$ cat src/sem_pkg.sv
`default_nettype none

package sem_pkg;

  localparam int unsigned CFG_IDX_W = 2;

  localparam logic [CFG_IDX_W-1:0] REG_CUTOFF_VOLT   = 2'd0;
  localparam logic [CFG_IDX_W-1:0] REG_TIMEOUT_TICKS = 2'd1;

  localparam logic [15:0] CUTOFF_VOLT_RST   = 16'd1300;
  localparam logic [15:0] TIMEOUT_TICKS_RST = 16'd250;
  localparam logic [15:0] FRAC_FULL         = 16'd32768;
  localparam logic [15:0] SILENCE_MAX       = 16'hFFFF;

  localparam int unsigned QUO_W = 15;
  localparam logic [3:0] DIV_LAST = 4'(QUO_W - 1);

  localparam logic OP_FRAME = 1'b0;
  localparam logic OP_TICK  = 1'b1;

  typedef enum logic [2:0] {
    ST_IDLE,
    ST_SQ_CUT,
    ST_SQ_CAP,
    ST_SQ_IN,
    ST_DIFF,
    ST_CHECK,
    ST_DIV,
    ST_DONE
  } sem_state_t;

  typedef enum logic [1:0] {
    SQ_CUT,
    SQ_CAP,
    SQ_IN
  } sem_sq_sel_t;

  typedef struct packed {
    logic        load_frame;
    logic        tick;
    logic        sq_en;
    sem_sq_sel_t sq_sel;
    logic        diff_en;
    logic        div_init;
    logic        div_step;
    logic        div_last;
    logic        frac_zero;
    logic        frac_full;
    logic        out_load;
  } sem_cmd_t;

  typedef struct packed {
    logic num_pos;
    logic den_pos;
    logic num_ge_den;
  } sem_status_t;

  typedef struct packed {
    logic [15:0] input_volt_raw;
    logic [15:0] cap_volt_raw;
    logic [15:0] input_curr_raw;
    logic [15:0] target_power_raw;
  } sem_frame_t;

  typedef struct packed {
    logic        online;
    logic [15:0] percentage;
    logic [15:0] input_volt;
    logic [15:0] cap_volt;
    logic [15:0] input_curr;
    logic [15:0] target_power;
  } sem_result_t;

endpackage

`default_nettype wire

$ cat src/sem_in_if.sv
`default_nettype none

interface sem_in_if;
  logic        valid;
  logic        ready;
  logic        opcode;
  logic [15:0] input_volt_raw;
  logic [15:0] cap_volt_raw;
  logic [15:0] input_curr_raw;
  logic [15:0] target_power_raw;

  modport source (
    output valid, opcode, input_volt_raw, cap_volt_raw, input_curr_raw, target_power_raw,
    input  ready
  );
  modport sink (
    input  valid, opcode, input_volt_raw, cap_volt_raw, input_curr_raw, target_power_raw,
    output ready
  );
endinterface

`default_nettype wire

$ cat src/sem_out_if.sv
`default_nettype none

interface sem_out_if;
  logic        valid;
  logic        ready;
  logic        online;
  logic [15:0] percentage;
  logic [15:0] input_volt;
  logic [15:0] cap_volt;
  logic [15:0] input_curr;
  logic [15:0] target_power;

  modport source (
    output valid, online, percentage, input_volt, cap_volt, input_curr, target_power,
    input  ready
  );
  modport sink (
    input  valid, online, percentage, input_volt, cap_volt, input_curr, target_power,
    output ready
  );
endinterface

`default_nettype wire

$ cat src/sem_cfg_if.sv
`default_nettype none

interface sem_cfg_if;
  import sem_pkg::*;
  logic                 valid;
  logic                 ready;
  logic [CFG_IDX_W-1:0] index;
  logic [15:0]          data;

  modport source (
    output valid, index, data,
    input  ready
  );
  modport sink (
    input  valid, index, data,
    output ready
  );
endinterface

`default_nettype wire

$ cat src/supercap_energy_monitor.sv
`default_nettype none

// Supercapacitor feedback monitor. Each input item is either a feedback frame
// or a tick, and each yields one result item carrying the link state, the held
// values and the stored-energy fraction in Q1.15. A frame passes through three
// squarings on one shared 16x16 multiplier, a subtract and a check stage, then
// a 15 step restoring divider; a frame whose fraction is zero or full skips the
// divider. A tick goes straight to the result. No new item is taken until the
// last has been handed to the output register, but a new item is taken while
// the last result still waits there; a finished item holds until that register
// is free. Configuration writes are always accepted.

module supercap_energy_monitor
  import sem_pkg::*;
(
  input  wire logic clk,
  input  wire logic rst_n,
  sem_in_if.sink    in_ch,
  sem_out_if.source out_ch,
  sem_cfg_if.sink   cfg_ch
);

  sem_cmd_t    cmd;
  sem_status_t status;
  sem_frame_t  frame;
  sem_result_t result;
  logic        in_ready;
  logic        out_valid;

  assign frame.input_volt_raw   = in_ch.input_volt_raw;
  assign frame.cap_volt_raw     = in_ch.cap_volt_raw;
  assign frame.input_curr_raw   = in_ch.input_curr_raw;
  assign frame.target_power_raw = in_ch.target_power_raw;

  assign cfg_ch.ready = 1'b1;

  sem_ctrl u_ctrl (
    .clk       (clk),
    .rst_n     (rst_n),
    .in_valid  (in_ch.valid),
    .in_opcode (in_ch.opcode),
    .in_ready  (in_ready),
    .out_valid (out_valid),
    .out_ready (out_ch.ready),
    .status    (status),
    .cmd       (cmd)
  );

  sem_datapath u_datapath (
    .clk       (clk),
    .rst_n     (rst_n),
    .cmd       (cmd),
    .status    (status),
    .frame     (frame),
    .cfg_we    (cfg_ch.valid),
    .cfg_idx   (cfg_ch.index),
    .cfg_wdata (cfg_ch.data),
    .result    (result)
  );

  assign in_ch.ready         = in_ready;
  assign out_ch.valid        = out_valid;
  assign out_ch.online       = result.online;
  assign out_ch.percentage   = result.percentage;
  assign out_ch.input_volt   = result.input_volt;
  assign out_ch.cap_volt     = result.cap_volt;
  assign out_ch.input_curr   = result.input_curr;
  assign out_ch.target_power = result.target_power;

endmodule

`default_nettype wire

$ cat src/sem_datapath.sv
`default_nettype none

module sem_datapath
  import sem_pkg::*;
(
  input  wire logic                 clk,
  input  wire logic                 rst_n,
  input  wire sem_cmd_t             cmd,
  output sem_status_t               status,
  input  wire sem_frame_t           frame,
  input  wire logic                 cfg_we,
  input  wire logic [CFG_IDX_W-1:0] cfg_idx,
  input  wire logic [15:0]          cfg_wdata,
  output sem_result_t               result
);

  logic [15:0] cutoff_r, timeout_r;
  logic [15:0] vin_r, vcap_r, iin_r, ptgt_r;
  logic [15:0] frac_r, frac_nxt;
  logic        link_r;
  logic [15:0] silence_r, silence_nxt;
  logic [15:0] sq_op;
  logic [31:0] sq_prod;
  logic [31:0] cut2_r, cap2_r, in2_r;
  logic [32:0] num_r, den_r, num_nxt, den_nxt;
  logic [31:0] rem_r, rem_nxt;
  logic [QUO_W-2:0] quo_r;
  logic [32:0] rem_dbl, rem_sub;
  logic        fits;
  sem_result_t res_r;

  always_comb begin
    case (cmd.sq_sel)
      SQ_CUT:  sq_op = cutoff_r;
      SQ_CAP:  sq_op = vcap_r;
      SQ_IN:   sq_op = vin_r;
      default: sq_op = cutoff_r;
    endcase
    sq_prod = sq_op * sq_op;
  end

  assign num_nxt = {1'b0, cap2_r} - {1'b0, cut2_r};
  assign den_nxt = {1'b0, in2_r} - {1'b0, cut2_r};

  assign status.num_pos    = !num_r[32] && (|num_r[31:0]);
  assign status.den_pos    = !den_r[32] && (|den_r[31:0]);
  assign status.num_ge_den = num_r >= den_r;

  assign rem_dbl = {rem_r, 1'b0};
  assign fits    = rem_dbl >= den_r;
  assign rem_sub = rem_dbl - den_r;
  assign rem_nxt = fits ? rem_sub[31:0] : rem_dbl[31:0];

  assign silence_nxt = (silence_r == SILENCE_MAX) ? silence_r : silence_r + 16'd1;

  always_comb begin
    frac_nxt = frac_r;
    if (cmd.frac_zero) begin
      frac_nxt = '0;
    end else if (cmd.frac_full) begin
      frac_nxt = FRAC_FULL;
    end else if (cmd.div_step && cmd.div_last) begin
      frac_nxt = {1'b0, quo_r, fits};
    end
  end

  always_ff @(posedge clk) begin
    if (!rst_n) begin
      cutoff_r  <= CUTOFF_VOLT_RST;
      timeout_r <= TIMEOUT_TICKS_RST;
      vin_r     <= '0;
      vcap_r    <= '0;
      iin_r     <= '0;
      ptgt_r    <= '0;
      frac_r    <= '0;
      link_r    <= 1'b0;
      silence_r <= '0;
    end else begin
      if (cfg_we) begin
        case (cfg_idx)
          REG_CUTOFF_VOLT:   cutoff_r  <= cfg_wdata;
          REG_TIMEOUT_TICKS: timeout_r <= cfg_wdata;
          default: ;
        endcase
      end
      if (cmd.load_frame) begin
        vin_r     <= frame.input_volt_raw;
        vcap_r    <= frame.cap_volt_raw;
        iin_r     <= frame.input_curr_raw;
        ptgt_r    <= frame.target_power_raw;
        link_r    <= 1'b1;
        silence_r <= '0;
      end else if (cmd.tick) begin
        silence_r <= silence_nxt;
        if (silence_nxt > timeout_r) begin
          vin_r  <= '0;
          vcap_r <= '0;
          iin_r  <= '0;
          ptgt_r <= '0;
          link_r <= 1'b0;
        end
      end
      frac_r <= frac_nxt;
    end
  end

  always_ff @(posedge clk) begin
    if (cmd.sq_en) begin
      case (cmd.sq_sel)
        SQ_CUT:  cut2_r <= sq_prod;
        SQ_CAP:  cap2_r <= sq_prod;
        SQ_IN:   in2_r  <= sq_prod;
        default: cut2_r <= sq_prod;
      endcase
    end
    if (cmd.diff_en) begin
      num_r <= num_nxt;
      den_r <= den_nxt;
    end
    if (cmd.div_init) begin
      rem_r <= num_r[31:0];
      quo_r <= '0;
    end else if (cmd.div_step) begin
      rem_r <= rem_nxt;
      quo_r <= {quo_r[QUO_W-3:0], fits};
    end
    if (cmd.out_load) begin
      res_r.online       <= link_r;
      res_r.percentage   <= frac_r;
      res_r.input_volt   <= vin_r;
      res_r.cap_volt     <= vcap_r;
      res_r.input_curr   <= iin_r;
      res_r.target_power <= ptgt_r;
    end
  end

  assign result = res_r;

  a_frac_range: assert property (@(posedge clk) disable iff (!rst_n)
    frac_r <= FRAC_FULL)
    else $error("fraction above full scale");

  a_offline_zero: assert property (@(posedge clk) disable iff (!rst_n)
    !link_r |-> (vin_r == '0 && vcap_r == '0 && iin_r == '0 && ptgt_r == '0))
    else $error("held values not cleared while offline");

  a_frame_online: assert property (@(posedge clk) disable iff (!rst_n)
    cmd.load_frame |=> (link_r && silence_r == '0))
    else $error("frame did not bring link online");

endmodule

`default_nettype wire

$ cat src/sem_ctrl.sv
`default_nettype none

module sem_ctrl
  import sem_pkg::*;
(
  input  wire logic        clk,
  input  wire logic        rst_n,
  input  wire logic        in_valid,
  input  wire logic        in_opcode,
  output logic             in_ready,
  output logic             out_valid,
  input  wire logic        out_ready,
  input  wire sem_status_t status,
  output sem_cmd_t         cmd
);

  sem_state_t state_r, state_nxt;
  logic [3:0] cnt_r, cnt_nxt;
  logic       out_valid_r, out_valid_nxt;
  logic       slot_free;

  assign slot_free = !out_valid_r || out_ready;

  always_comb begin
    state_nxt = state_r;
    case (state_r)
      ST_IDLE: begin
        if (in_valid) begin
          state_nxt = (in_opcode == OP_FRAME) ? ST_SQ_CUT : ST_DONE;
        end
      end
      ST_SQ_CUT: state_nxt = ST_SQ_CAP;
      ST_SQ_CAP: state_nxt = ST_SQ_IN;
      ST_SQ_IN:  state_nxt = ST_DIFF;
      ST_DIFF:   state_nxt = ST_CHECK;
      ST_CHECK: begin
        if (!status.num_pos || !status.den_pos || status.num_ge_den) begin
          state_nxt = ST_DONE;
        end else begin
          state_nxt = ST_DIV;
        end
      end
      ST_DIV: begin
        if (cnt_r == DIV_LAST) begin
          state_nxt = ST_DONE;
        end
      end
      ST_DONE: begin
        if (slot_free) begin
          state_nxt = ST_IDLE;
        end
      end
      default: state_nxt = ST_IDLE;
    endcase
  end

  always_comb begin
    cmd           = '0;
    cmd.sq_sel    = SQ_CUT;
    in_ready      = 1'b0;
    cnt_nxt       = cnt_r;
    out_valid_nxt = out_valid_r && !out_ready;
    case (state_r)
      ST_IDLE: begin
        in_ready       = 1'b1;
        cmd.load_frame = in_valid && (in_opcode == OP_FRAME);
        cmd.tick       = in_valid && (in_opcode == OP_TICK);
      end
      ST_SQ_CUT: begin
        cmd.sq_en  = 1'b1;
        cmd.sq_sel = SQ_CUT;
      end
      ST_SQ_CAP: begin
        cmd.sq_en  = 1'b1;
        cmd.sq_sel = SQ_CAP;
      end
      ST_SQ_IN: begin
        cmd.sq_en  = 1'b1;
        cmd.sq_sel = SQ_IN;
      end
      ST_DIFF: cmd.diff_en = 1'b1;
      ST_CHECK: begin
        cnt_nxt = '0;
        if (!status.num_pos || !status.den_pos) begin
          cmd.frac_zero = 1'b1;
        end else if (status.num_ge_den) begin
          cmd.frac_full = 1'b1;
        end else begin
          cmd.div_init = 1'b1;
        end
      end
      ST_DIV: begin
        cmd.div_step = 1'b1;
        cmd.div_last = (cnt_r == DIV_LAST);
        cnt_nxt      = cnt_r + 4'd1;
      end
      ST_DONE: begin
        if (slot_free) begin
          cmd.out_load  = 1'b1;
          out_valid_nxt = 1'b1;
        end
      end
      default: ;
    endcase
  end

  always_ff @(posedge clk) begin
    if (!rst_n) begin
      state_r     <= ST_IDLE;
      cnt_r       <= '0;
      out_valid_r <= 1'b0;
    end else begin
      state_r     <= state_nxt;
      cnt_r       <= cnt_nxt;
      out_valid_r <= out_valid_nxt;
    end
  end

  assign out_valid = out_valid_r;

  a_frame_starts: assert property (@(posedge clk) disable iff (!rst_n)
    (in_valid && in_ready && in_opcode == OP_FRAME) |=> state_r == ST_SQ_CUT)
    else $error("frame did not start squaring");

  a_div_count: assert property (@(posedge clk) disable iff (!rst_n)
    state_r == ST_DIV |-> cnt_r <= DIV_LAST)
    else $error("divider step count overrun");

  a_no_overwrite: assert property (@(posedge clk) disable iff (!rst_n)
    (state_r == ST_DONE && out_valid_r && !out_ready) |=> state_r == ST_DONE)
    else $error("result loaded over a waiting item");

endmodule

`default_nettype wire
$ cat src/flat_wrapper.sv
// flat-port wrapper written by rule: the top's interface ports become plain ports
module supercap_energy_monitor_flat import sem_pkg::*;
  (clk, rst_n, in_ch_valid, in_ch_opcode, in_ch_input_volt_raw, in_ch_cap_volt_raw, in_ch_input_curr_raw, in_ch_target_power_raw, in_ch_ready, out_ch_valid, out_ch_online, out_ch_percentage, out_ch_input_volt, out_ch_cap_volt, out_ch_input_curr, out_ch_target_power, out_ch_ready, cfg_ch_valid, cfg_ch_index, cfg_ch_data, cfg_ch_ready);
  sem_in_if in_ch_i ();
  sem_out_if out_ch_i ();
  sem_cfg_if cfg_ch_i ();
  input  wire logic clk;
  input  wire logic rst_n;
  input wire logic [$bits(in_ch_i.valid)-1:0] in_ch_valid;
  input wire logic [$bits(in_ch_i.opcode)-1:0] in_ch_opcode;
  input wire logic [$bits(in_ch_i.input_volt_raw)-1:0] in_ch_input_volt_raw;
  input wire logic [$bits(in_ch_i.cap_volt_raw)-1:0] in_ch_cap_volt_raw;
  input wire logic [$bits(in_ch_i.input_curr_raw)-1:0] in_ch_input_curr_raw;
  input wire logic [$bits(in_ch_i.target_power_raw)-1:0] in_ch_target_power_raw;
  output wire logic [$bits(in_ch_i.ready)-1:0] in_ch_ready;
  output wire logic [$bits(out_ch_i.valid)-1:0] out_ch_valid;
  output wire logic [$bits(out_ch_i.online)-1:0] out_ch_online;
  output wire logic [$bits(out_ch_i.percentage)-1:0] out_ch_percentage;
  output wire logic [$bits(out_ch_i.input_volt)-1:0] out_ch_input_volt;
  output wire logic [$bits(out_ch_i.cap_volt)-1:0] out_ch_cap_volt;
  output wire logic [$bits(out_ch_i.input_curr)-1:0] out_ch_input_curr;
  output wire logic [$bits(out_ch_i.target_power)-1:0] out_ch_target_power;
  input wire logic [$bits(out_ch_i.ready)-1:0] out_ch_ready;
  input wire logic [$bits(cfg_ch_i.valid)-1:0] cfg_ch_valid;
  input wire logic [$bits(cfg_ch_i.index)-1:0] cfg_ch_index;
  input wire logic [$bits(cfg_ch_i.data)-1:0] cfg_ch_data;
  output wire logic [$bits(cfg_ch_i.ready)-1:0] cfg_ch_ready;
  assign in_ch_i.valid = in_ch_valid;
  assign in_ch_i.opcode = in_ch_opcode;
  assign in_ch_i.input_volt_raw = in_ch_input_volt_raw;
  assign in_ch_i.cap_volt_raw = in_ch_cap_volt_raw;
  assign in_ch_i.input_curr_raw = in_ch_input_curr_raw;
  assign in_ch_i.target_power_raw = in_ch_target_power_raw;
  assign in_ch_ready = in_ch_i.ready;
  assign out_ch_valid = out_ch_i.valid;
  assign out_ch_online = out_ch_i.online;
  assign out_ch_percentage = out_ch_i.percentage;
  assign out_ch_input_volt = out_ch_i.input_volt;
  assign out_ch_cap_volt = out_ch_i.cap_volt;
  assign out_ch_input_curr = out_ch_i.input_curr;
  assign out_ch_target_power = out_ch_i.target_power;
  assign out_ch_i.ready = out_ch_ready;
  assign cfg_ch_i.valid = cfg_ch_valid;
  assign cfg_ch_i.index = cfg_ch_index;
  assign cfg_ch_i.data = cfg_ch_data;
  assign cfg_ch_ready = cfg_ch_i.ready;
  supercap_energy_monitor u_core (.clk(clk), .rst_n(rst_n), .in_ch(in_ch_i), .out_ch(out_ch_i), .cfg_ch(cfg_ch_i));
endmodule
$ cat config.mk
export PLATFORM = sky130hd
export DESIGN_NAME = supercap_energy_monitor_flat
export DESIGN_NICKNAME = d
export VERILOG_FILES = /design/src/sem_pkg.sv /design/src/sem_in_if.sv /design/src/sem_out_if.sv /design/src/sem_cfg_if.sv /design/src/supercap_energy_monitor.sv /design/src/sem_datapath.sv /design/src/sem_ctrl.sv /design/src/flat_wrapper.sv
export SDC_FILE = /design/constraint.sdc
export NUM_CORES = 1
export LEC_CHECK = 0
export ABC_CLOCK_PERIOD_IN_PS = 25400
export BUFFER_PORTS_ARGS = -buffer_cell sky130_fd_sc_hd__buf_2
export CORE_MARGIN = 4
export CORE_UTILIZATION = 45
export CTS_BUF_LIST = sky130_fd_sc_hd__clkbuf_8
export CTS_CLUSTER_DIAMETER = 150
export DETAILED_ROUTE_END_ITERATION = 10
export HOLD_SLACK_MARGIN = 0.05
export PLACE_DENSITY = 0.67
export SLEW_MARGIN = 40
export SYNTH_ARGS = -nofsm -noshare
export SYNTH_HDL_FRONTEND = slang
export SYNTH_SLANG_ARGS = --single-unit
$ cat constraint.sdc
create_clock -name clk -period 25.4 [get_ports clk]
set_clock_uncertainty 0.15 [all_clocks]
set_input_delay 1.27 -clock clk [delete_from_list [all_inputs] [get_ports clk]]
set_output_delay 1.27 -clock clk [all_outputs]
set_load 0.005 [all_outputs]
==> flow_results.org, run 1 <==
** Run status
- Run status :: finished, final reports clean

** Synthesis
- Register bit count reported by yosys :: 423
- Complex-gate fraction of the synthesized area :: 0.150
- The most used flip-flop cell after synthesis is sky130_fd_sc_hd__edfxtp_1.
- Yosys top cell by area :: sky130_fd_sc_hd__edfxtp_1
- Summing every instance area after synthesis gives 27900 sq um.
- Synthesis produced a netlist whose cell count is between 2000 and 3000.
- The share of synthesized area in the top cell type comes to 0.293.
- Yosys printed 0 warnings.
- Most frequently used cell type in the post-synthesis netlist :: sky130_fd_sc_hd__inv_1
- XOR/XNOR share of the synthesized area :: 0.0373
- Proportion of synthesized area in mux cells :: 0.00838
- When the netlist entered floorplanning its net count stood at approximately 3200.
- The share of the Yosys chip area taken by registers is 0.401.
- Of the total synthesized cell area, the portion taken by full adders, half adders and majority gates is 0.231.
- After synthesis, the largest family of logic cells by area is adder cells.
- Distinct cells, synth :: 84
- In this run, synthesis inferred 272 flip-flops with an integrated enable.
- In the synthesized netlist, the cells that appear most often are 367 x sky130_fd_sc_hd__inv_1, 272 x sky130_fd_sc_hd__edfxtp_1, 255 x sky130_fd_sc_hd__nand2_1.
- Fraction of registers with async set or reset after synthesis :: 0
- Sorting the synthesized cells by area gives the leading types as sky130_fd_sc_hd__edfxtp_1 29%, sky130_fd_sc_hd__fa_1 12%, sky130_fd_sc_hd__ha_1 11%.
- Of the total synthesized cell area, the portion taken by AND, OR, NAND and NOR gates is 0.109.
- Average cell area after synthesis :: 10.2 sq um

** Min path
- Worst min-delay path class :: flop to flop
- The worst hold path begins at u_core.u_datapath.frac_r[12].

** Die
- Floorplan Core Area :: 61600 sq um
- Chip Height :: between 200 and 300 microns
- The die covers 66100 sq um.
- Overall die width :: 257 microns
- For this configuration, the core starts out at a cell density of 0.453.
- Number of placed I/O pins :: between 150 and 200
- The initialized floorplan defines 91 standard-cell rows.

** CTS
- Clock insertion delay at the later pin of the skew report :: around 0.7 ns
- Clock buffers created by TritonCTS :: 68
- The longest clock path from root to sink contains 3 buffers.
- Number of buffers added for setup after CTS :: 0
- The H-tree generated during clock tree synthesis spans 3 levels.
- Sinks on Clock Net :: approximately 420
- The number of hold buffers added after CTS was 0.
- TritonCTS clock tree :: yes
- Once the clock tree was built, the resizer swapped 0 gates to a different size.
- Root buffer selected by CTS :: sky130_fd_sc_hd__clkbuf_8
- Clock-pin slew on the worst setup and hold paths :: 0.07 ns

** STA
- Fmax :: 0.111 GHz
- Fin worst setup slack :: 16.42 ns
- # setup viols final :: 0
- Summed over all failing endpoints, the final setup total negative slack is 0 ns.
- At the pin with the least slew margin, the transition time is 0.819 ns.
- The final count of hold timing violations was 0.
- Setup repair after global routing missed its margin :: false
- The max-slew violation count came to 0.
- The worst pin sits at a relative slew slack of 0.454.
- The smallest clock period supported by the final layout is computed as approximately 9.0 ns.
- Dividing the final minimum period by the clock period gives 0.354.

** Finish
- Total number of nets in the final design :: 3414
- Filler cells :: between 5000 and 6000
- Synth-to-Final Area Change :: 11.1%
- Of the cells placed in the final design, the portion with a size suffix greater than 1 is 0.112.

** Critical path
- Crit Path Max Fanout :: 16
- Crit path kind :: flop to flop
- The critical path ends at u_core.u_datapath.cap2_r[31].
- Origin of the worst setup path :: u_core.u_ctrl.state_r[1]
- Arr. time, crit path :: 9.20 ns
- In this design, the largest share of critical-path delay is due to adder cells.
- Slowest cell on crit path :: sky130_fd_sc_hd__fa_1
- Total number of cells along the worst setup path :: 29
- STA classifies the critical path endpoint as a flop.
- Measured in cells, the most critical reg-to-reg path has a length of 29.
- CP max stage delay :: around 0.55 ns
- For the worst setup path, the data required time is 25.62 ns.
- The worst register-to-register path ends at u_core.u_datapath.cap2_r[31].
- The startpoint identified for the worst register-to-register timing path is u_core.u_ctrl.state_r[1].
- The number of buffers and inverters on the critical path is 6.
- The worst setup path is launched from a flop.
- In this run the register-to-register setup slack is 16.42 ns.

** Route
- Number of nets with antenna violations after detailed routing :: 0
- For this block, the initial DRC count from the detailed router was 1438.
- The first detailed-routing pass ran for 5 iterations.
- After detailed routing, the average wire length per cell comes to 17.6 microns.
- For this run, design rule violations remaining after detail routing come to 0.
- Wires add up to around 67000 microns.
- Routed via count divided by cell count :: 5.34
- Summing over every cut layer, the via total after detailed routing is just over 20000.

** GRT
- Overall Global Routing Usage :: 0.201
- GR met3 Demand/Resource :: 0.0394
- Routing usage on met2 :: 0.336
- Initial antenna violation count :: 1
- The number of global-route vias before repair came to 20700.
- Summed over all layers, the global routing overflow is 0.
- The first global-routing pass estimated 108000 microns of wire.
- Pin count of the biggest net entering global routing :: 67
- Met1 Resource Use GR :: 0.258
- GR peak layer :: met2

** Placed design
- At the end of routability-driven placement, the weighted congestion stood at around 0.94.
- Prior to clock tree synthesis, the placed netlist has a worst setup slack of 16.14 ns.
- During placement, the flow inserted port buffers numbering 170.
- Once detailed placement completed, the half-perimeter wirelength came to 52700 microns.

** Flow run
- The tool flagged a number of max-cap violations equal to 0.
==> layer usage <==
metal  vias to the layer above  wire (microns)
met1                      9615           29100
met4                         0            2790
li1                       9859               -
met3                       158            4030
met2                       657           31000
met5                         -               0
==> logic make-up (layout without fill, tap and decap cells) <==
kind of cell,after synthesis,in the layout
flops,423,423
simple gates,671,671
mux,21,21
other cells,1,2
compound gates,625,625
buf+inv,455,683
xor+xnor,119,119
fa+ha+maj,417,417
==> through the flow <==
| step | instance area [sq um] | hold slack [ns] | instances | util |
|---|---|---|---|---|
| 3_3_place_gp | 29600 | 0.266 | 3674 | 0.481 |
| 2_1_floorplan | 27900 | 0.258 | 2732 | - |
| 4_1_cts | 31000 | 0.269 | 3797 | 0.503 |
| 3_5_place_dp | 29700 | 0.265 | 3676 | 0.482 |
| 5_1_grt | 31000 | 0.287 | 3798 | 0.503 |
| 6_report | 31000 | 0.270 | 3798 | 0.503 |
==> placed cells by master, fill, tap and decap left out, types with 7 or more instances in the layout <==
| cell type | n |
|---|---|
| sky130_fd_sc_hd__o211ai_1 | 8 |
| sky130_fd_sc_hd__o21bai_1 | 21 |
| sky130_fd_sc_hd__clkbuf_8 | 69 |
| sky130_fd_sc_hd__or3_1 | 7 |
| sky130_fd_sc_hd__edfxtp_1 | 272 |
| sky130_fd_sc_hd__mux2_2 | 19 |
| sky130_fd_sc_hd__inv_1 | 384 |
| sky130_fd_sc_hd__and3_1 | 15 |
| sky130_fd_sc_hd__dfxtp_1 | 151 |
| sky130_fd_sc_hd__and2_1 | 9 |
| sky130_fd_sc_hd__nand2b_1 | 12 |
| sky130_fd_sc_hd__nor2b_1 | 23 |
| sky130_fd_sc_hd__a22o_1 | 64 |
| sky130_fd_sc_hd__nor2_1 | 189 |
| sky130_fd_sc_hd__clkinv_1 | 19 |
| sky130_fd_sc_hd__xor2_1 | 30 |
| sky130_fd_sc_hd__nand4_1 | 33 |
| sky130_fd_sc_hd__xnor2_1 | 89 |
| sky130_fd_sc_hd__clkinv_2 | 10 |
| sky130_fd_sc_hd__nor4_1 | 26 |
| sky130_fd_sc_hd__buf_4 | 15 |
| sky130_fd_sc_hd__or2_2 | 7 |
| sky130_fd_sc_hd__fa_1 | 165 |
| sky130_fd_sc_hd__ha_1 | 251 |
| sky130_fd_sc_hd__nand3_1 | 35 |
| sky130_fd_sc_hd__a211oi_1 | 20 |
| sky130_fd_sc_hd__o21a_1 | 35 |
| sky130_fd_sc_hd__o21ai_1 | 7 |
| sky130_fd_sc_hd__o21ai_0 | 63 |
| sky130_fd_sc_hd__buf_2 | 170 |
| sky130_fd_sc_hd__a22oi_1 | 23 |
| sky130_fd_sc_hd__nand2_1 | 254 |
| sky130_fd_sc_hd__a21oi_1 | 209 |
| sky130_fd_sc_hd__a31oi_1 | 9 |
| sky130_fd_sc_hd__a21o_1 | 100 |
| sky130_fd_sc_hd__nor3_1 | 30 |
==> final cells by class <==
type                            instances  area, sq um  share of cell area
Timing Repair Buffer                  188         1000              0.0324
Clock inverter                         52          378              0.0122
Multi-Input combinational cell       1854        15000               0.485
Inverter                              374         1410              0.0453
Clock buffer                           69          950              0.0306
Sequential cell                       423        11200               0.361
Antenna cell                            1         2.50           0.0000807
Tap cell                              837         1050              0.0338
==> worst min-delay path by stage <==
stage,cells after the start,slack [ns],endpoint
after floorplan,0,0.26,u_core.u_datapath.result[65]
after global placement,0,0.27,u_core.u_datapath.result[30]
after detailed placement,0,0.26,u_core.u_datapath.result[71]
after CTS,0,0.27,u_core.u_datapath.result[76]
after global routing,0,0.29,u_core.u_datapath.result[71]
final,0,0.27,u_core.u_datapath.result[76]
==> registers in the layout (all words and copies together) (netlist names), 31 cells and up <==
name,flops
u_core.u_datapath.cut2_r,31
u_core.u_datapath.num_r,33
u_core.u_datapath.cap2_r,31
u_core.u_datapath.in2_r,31
u_core.u_datapath.rem_r,32
u_core.u_datapath.den_r,33
u_core.u_datapath.result,81
==> worst register-to-register path: cells and delay by family (launching register included) <==
kind,cells,cell delay (ns)
AOI/OAI and AO/OA,10,2.35
xor gates and xnor gates,2,0.24
adders and majority gates,8,3.80
buffers and inverters,6,0.76
DFF,1,0.50
and+or+nand+nor,3,0.86
Power of run 1 is left out: the tool's default activity adds up to more than one toggle a clock period on the data nets, which glitch-free logic cannot reach.
==> run 2: changes to the inputs <==
--- a/config.mk
+++ b/config.mk
@@ -5,7 +5,7 @@
 export SDC_FILE = /design/constraint.sdc
 export NUM_CORES = 1
 export LEC_CHECK = 0
-export ABC_CLOCK_PERIOD_IN_PS = 25400
+export ABC_CLOCK_PERIOD_IN_PS = 8050
 export BUFFER_PORTS_ARGS = -buffer_cell sky130_fd_sc_hd__buf_2
 export CORE_MARGIN = 4
 export CORE_UTILIZATION = 45
@@ -13,7 +13,7 @@
 export CTS_CLUSTER_DIAMETER = 150
 export DETAILED_ROUTE_END_ITERATION = 10
 export HOLD_SLACK_MARGIN = 0.05
-export PLACE_DENSITY = 0.67
+export PLACE_DENSITY = 0.69
 export SLEW_MARGIN = 40
 export SYNTH_ARGS = -nofsm -noshare
 export SYNTH_HDL_FRONTEND = slang
==> constraint.sdc (replaced) <==
create_clock -name clk -period 8.05 [get_ports clk]
set_clock_uncertainty 0.15 [all_clocks]
set_input_delay 0.4025 -clock clk [delete_from_list [all_inputs] [get_ports clk]]
set_output_delay 0.4025 -clock clk [all_outputs]
set_load 0.005 [all_outputs]
==> run 2 against run 1 <==
  * Cell area rose by 5.0%
  * Via count rose by 3.5%
  * Hold slack got worse by 0.16 ns
  * First-iteration DRC count fell by 8.8%
  * Critical path type unchanged
  * Critical endpoint unchanged
==> flow_results.org, run 2 (synthesized netlist as in run 1, its figures left out) <==
** Run status
- Run status :: finished, final reports clean

** GRT
- In the global route stage, overall resource usage came out at 0.212.
- The total overflow left after global routing is 0.
- Wire length of the first global-routing pass :: 114000 microns
- The number of global-route vias before repair came to 21800.
- The number of antenna violations at the first check in global routing was 0.
- Entering global routing, the biggest net connects 67 pins.

** Finish
- Leaving out fill and tap cells, the most frequent cell in the layout is sky130_fd_sc_hd__inv_1.
- Commonest cells after routing, fill and taps aside :: 380 x sky130_fd_sc_hd__inv_1, 272 x sky130_fd_sc_hd__edfxtp_1, 254 x sky130_fd_sc_hd__nand2_1
- Filler cells :: 5366
- Post-Layout Cell Count :: 3940
- Of the cells placed in the final design, the portion with a size suffix greater than 1 is 0.133.
- Max FFs per register :: 81
- Total number of nets in the final design :: about 3600
- Final antenna diode count :: 0
- Synth-to-Final Area Change :: 16.6%

** Critical path
- Grouping stages by cell kind, the critical path spends the most delay in adder cells.
- Crit Path Max Fanout :: 15
- Crit path kind :: flop to flop
- CP max stage delay :: between 0.5 and 0.6 ns
- STA classifies the critical path startpoint as a flop.
- Data on the critical path is required at its endpoint by 8.27 ns.
- WP buf/inv :: 7
- Arr. time, crit path :: 7.92 ns
- STA classifies the critical path endpoint as a flop.
- The largest individual stage delay along the critical path comes from the cell sky130_fd_sc_hd__fa_1.

** Die
- The initial utilization of the core area, before any placement, comes to 0.453.
- The floorplan step defined a core boundary enclosing 61600 sq um.
- Chip Height :: 257 microns
- The floorplan step defined a die boundary enclosing 66100 sq um.
- Number of core rows :: 91
- In this run the horizontal extent of the chip is approximately 260 microns.
- During I/O placement, the number of pins put on the boundary was 172.

** Route
- In this run the remaining antenna-violating nets after routing total 0.
- Total length of routed wires :: 70600 microns
- Iteration-0 DRC Markers :: 1312
- Dividing the detail-routed via count by the number of cells gives ~5.3.
- In the routed design, unresolved DRC markers number 0.
- Across all layers, the routed design uses roughly 21000 vias.
- The first TritonRoute pass finished after 6 iterations.
- Post-DR wirelength/cell :: 17.9 microns

** CTS
- TritonCTS clock tree :: yes
- Clock insertion delay at the later pin of the skew report :: 0.67 ns
- Sinks on Clock Net :: 423
- Clock tree synthesis selected as its root buffer the cell sky130_fd_sc_hd__clkbuf_8.
- In this run the deepest clock path goes through 3 buffers.
- Clock-pin slew was measured on the worst setup and hold paths at 0.06 ns.
- Max H-tree Level :: 3
- The number of clock buffers added by TritonCTS is approximately 70.

** STA
- Static timing analysis puts the maximum clock frequency at 0.130 GHz.
- Setup violations remaining at the end of the flow were counted as 0.
- In this run the tightest slew margin relative to its limit is 0.433.
- Number of pins exceeding their max-slew limit in the final report :: 0
- At the pin with the least slew margin, the transition time is 0.848 ns.
- Hold violation count in the final report :: 0
- The worst path needs about 7.7 ns of the cycle, external delays included.
- Final Cycle Share :: 0.957

** Flow run
- Maxcap violations :: 0

** Placed design
- Placed Cells :: 3713
- Final RePlAce weighted congestion :: 0.948
- Estimated wirelength of the detail-placed design :: 54000 microns
- I/O Buffers :: 170

** Min path
- The worst hold path belongs to the class primary input to flop.
## run 2: cell count changes in the layout (fill, tap and decap cells not counted), sizes merged, moves of 2 or more
cell         previous run  this run
buf                   188       231
bufinv                  4         6
clkbuf                 69        79
clkinv                 31        25
clkinvlp                1         4
dlygate4sd3             0        90
## run 2: tightest hold or removal path, stage by stage
cell                      delay (ns)
sky130_fd_sc_hd__buf_2          0.12
sky130_fd_sc_hd__nor3b_1        0.05
sky130_fd_sc_hd__buf_4          0.18
sky130_fd_sc_hd__nand2_1        0.08
sky130_fd_sc_hd__a21oi_1        0.05
## run 2: worst paths after layout
| check | startpoint | endpoint | slack, ns | depth (start not counted) |
|---|---|---|---|---|
| setup reg to reg | u_core.u_ctrl.state_r[1] | u_core.u_datapath.cap2_r[31] | 0.34 | 29 |
| setup / recovery | u_core.u_ctrl.state_r[1] | u_core.u_datapath.cap2_r[31] | 0.34 | 29 |
| hold / removal | cfg_ch_index[0] | u_core.u_datapath.cutoff_r[5] | 0.11 | 5 |
| hold reg to reg | u_core.u_datapath.frac_r[13] | u_core.u_datapath.result[77] | 0.28 | 0 |
## run 2: layout make-up
class                      count  area [sq um]  area share
clock buffer                  79          1090      0.0334
timing repair buffer         321          2260      0.0693
multi-input combinational   1854         15100       0.464
sequential                   423         11200       0.344
inverter                     374          1410      0.0434
tap                          837          1050      0.0322
clock inverter                52           444      0.0136
## run 2: timing repair
item | CTS | global route
hold buffers | 90 | 0
hold endpoints to repair | 101 | 0
setup endpoints to repair | 3 | 33
pin swaps | 0 | 3
gates resized for setup | 1 | 31
buffers inserted | 0 | 5
gates cloned | 0 | 0
## run 2: stage by stage
| step | TNS [ns] | utilization | worst slack [ns] | hold WS (ns) | instance area (sq um) |
|---|---|---|---|---|---|
| floorplan | 0 | - | 0.0611 | 0.258 | 27900 |
| global placement | 0 | 0.486 | 0.128 | 0.265 | 29900 |
| detailed placement | -0.0333 | 0.486 | -0.0111 | 0.265 | 30000 |
| CTS | 0 | 0.526 | 0.0276 | 0.0520 | 32400 |
| global route | -0.0220 | 0.528 | -0.00741 | 0.101 | 32600 |
| finish | 0 | 0.528 | 0.344 | 0.114 | 32600 |
## run 2: metal layers
metal | GRT usage | part of all wire | vias to the layer above
met5 | 0 | 0 | -
met4 | 0.0806 | 0.034 | 0
met3 | 0.0359 | 0.056 | 124
met2 | 0.367 | 0.49 | 670
met1 | 0.267 | 0.42 | 10100
li1 | - | - | 10100
Power of run 2 is left out for the same reason.
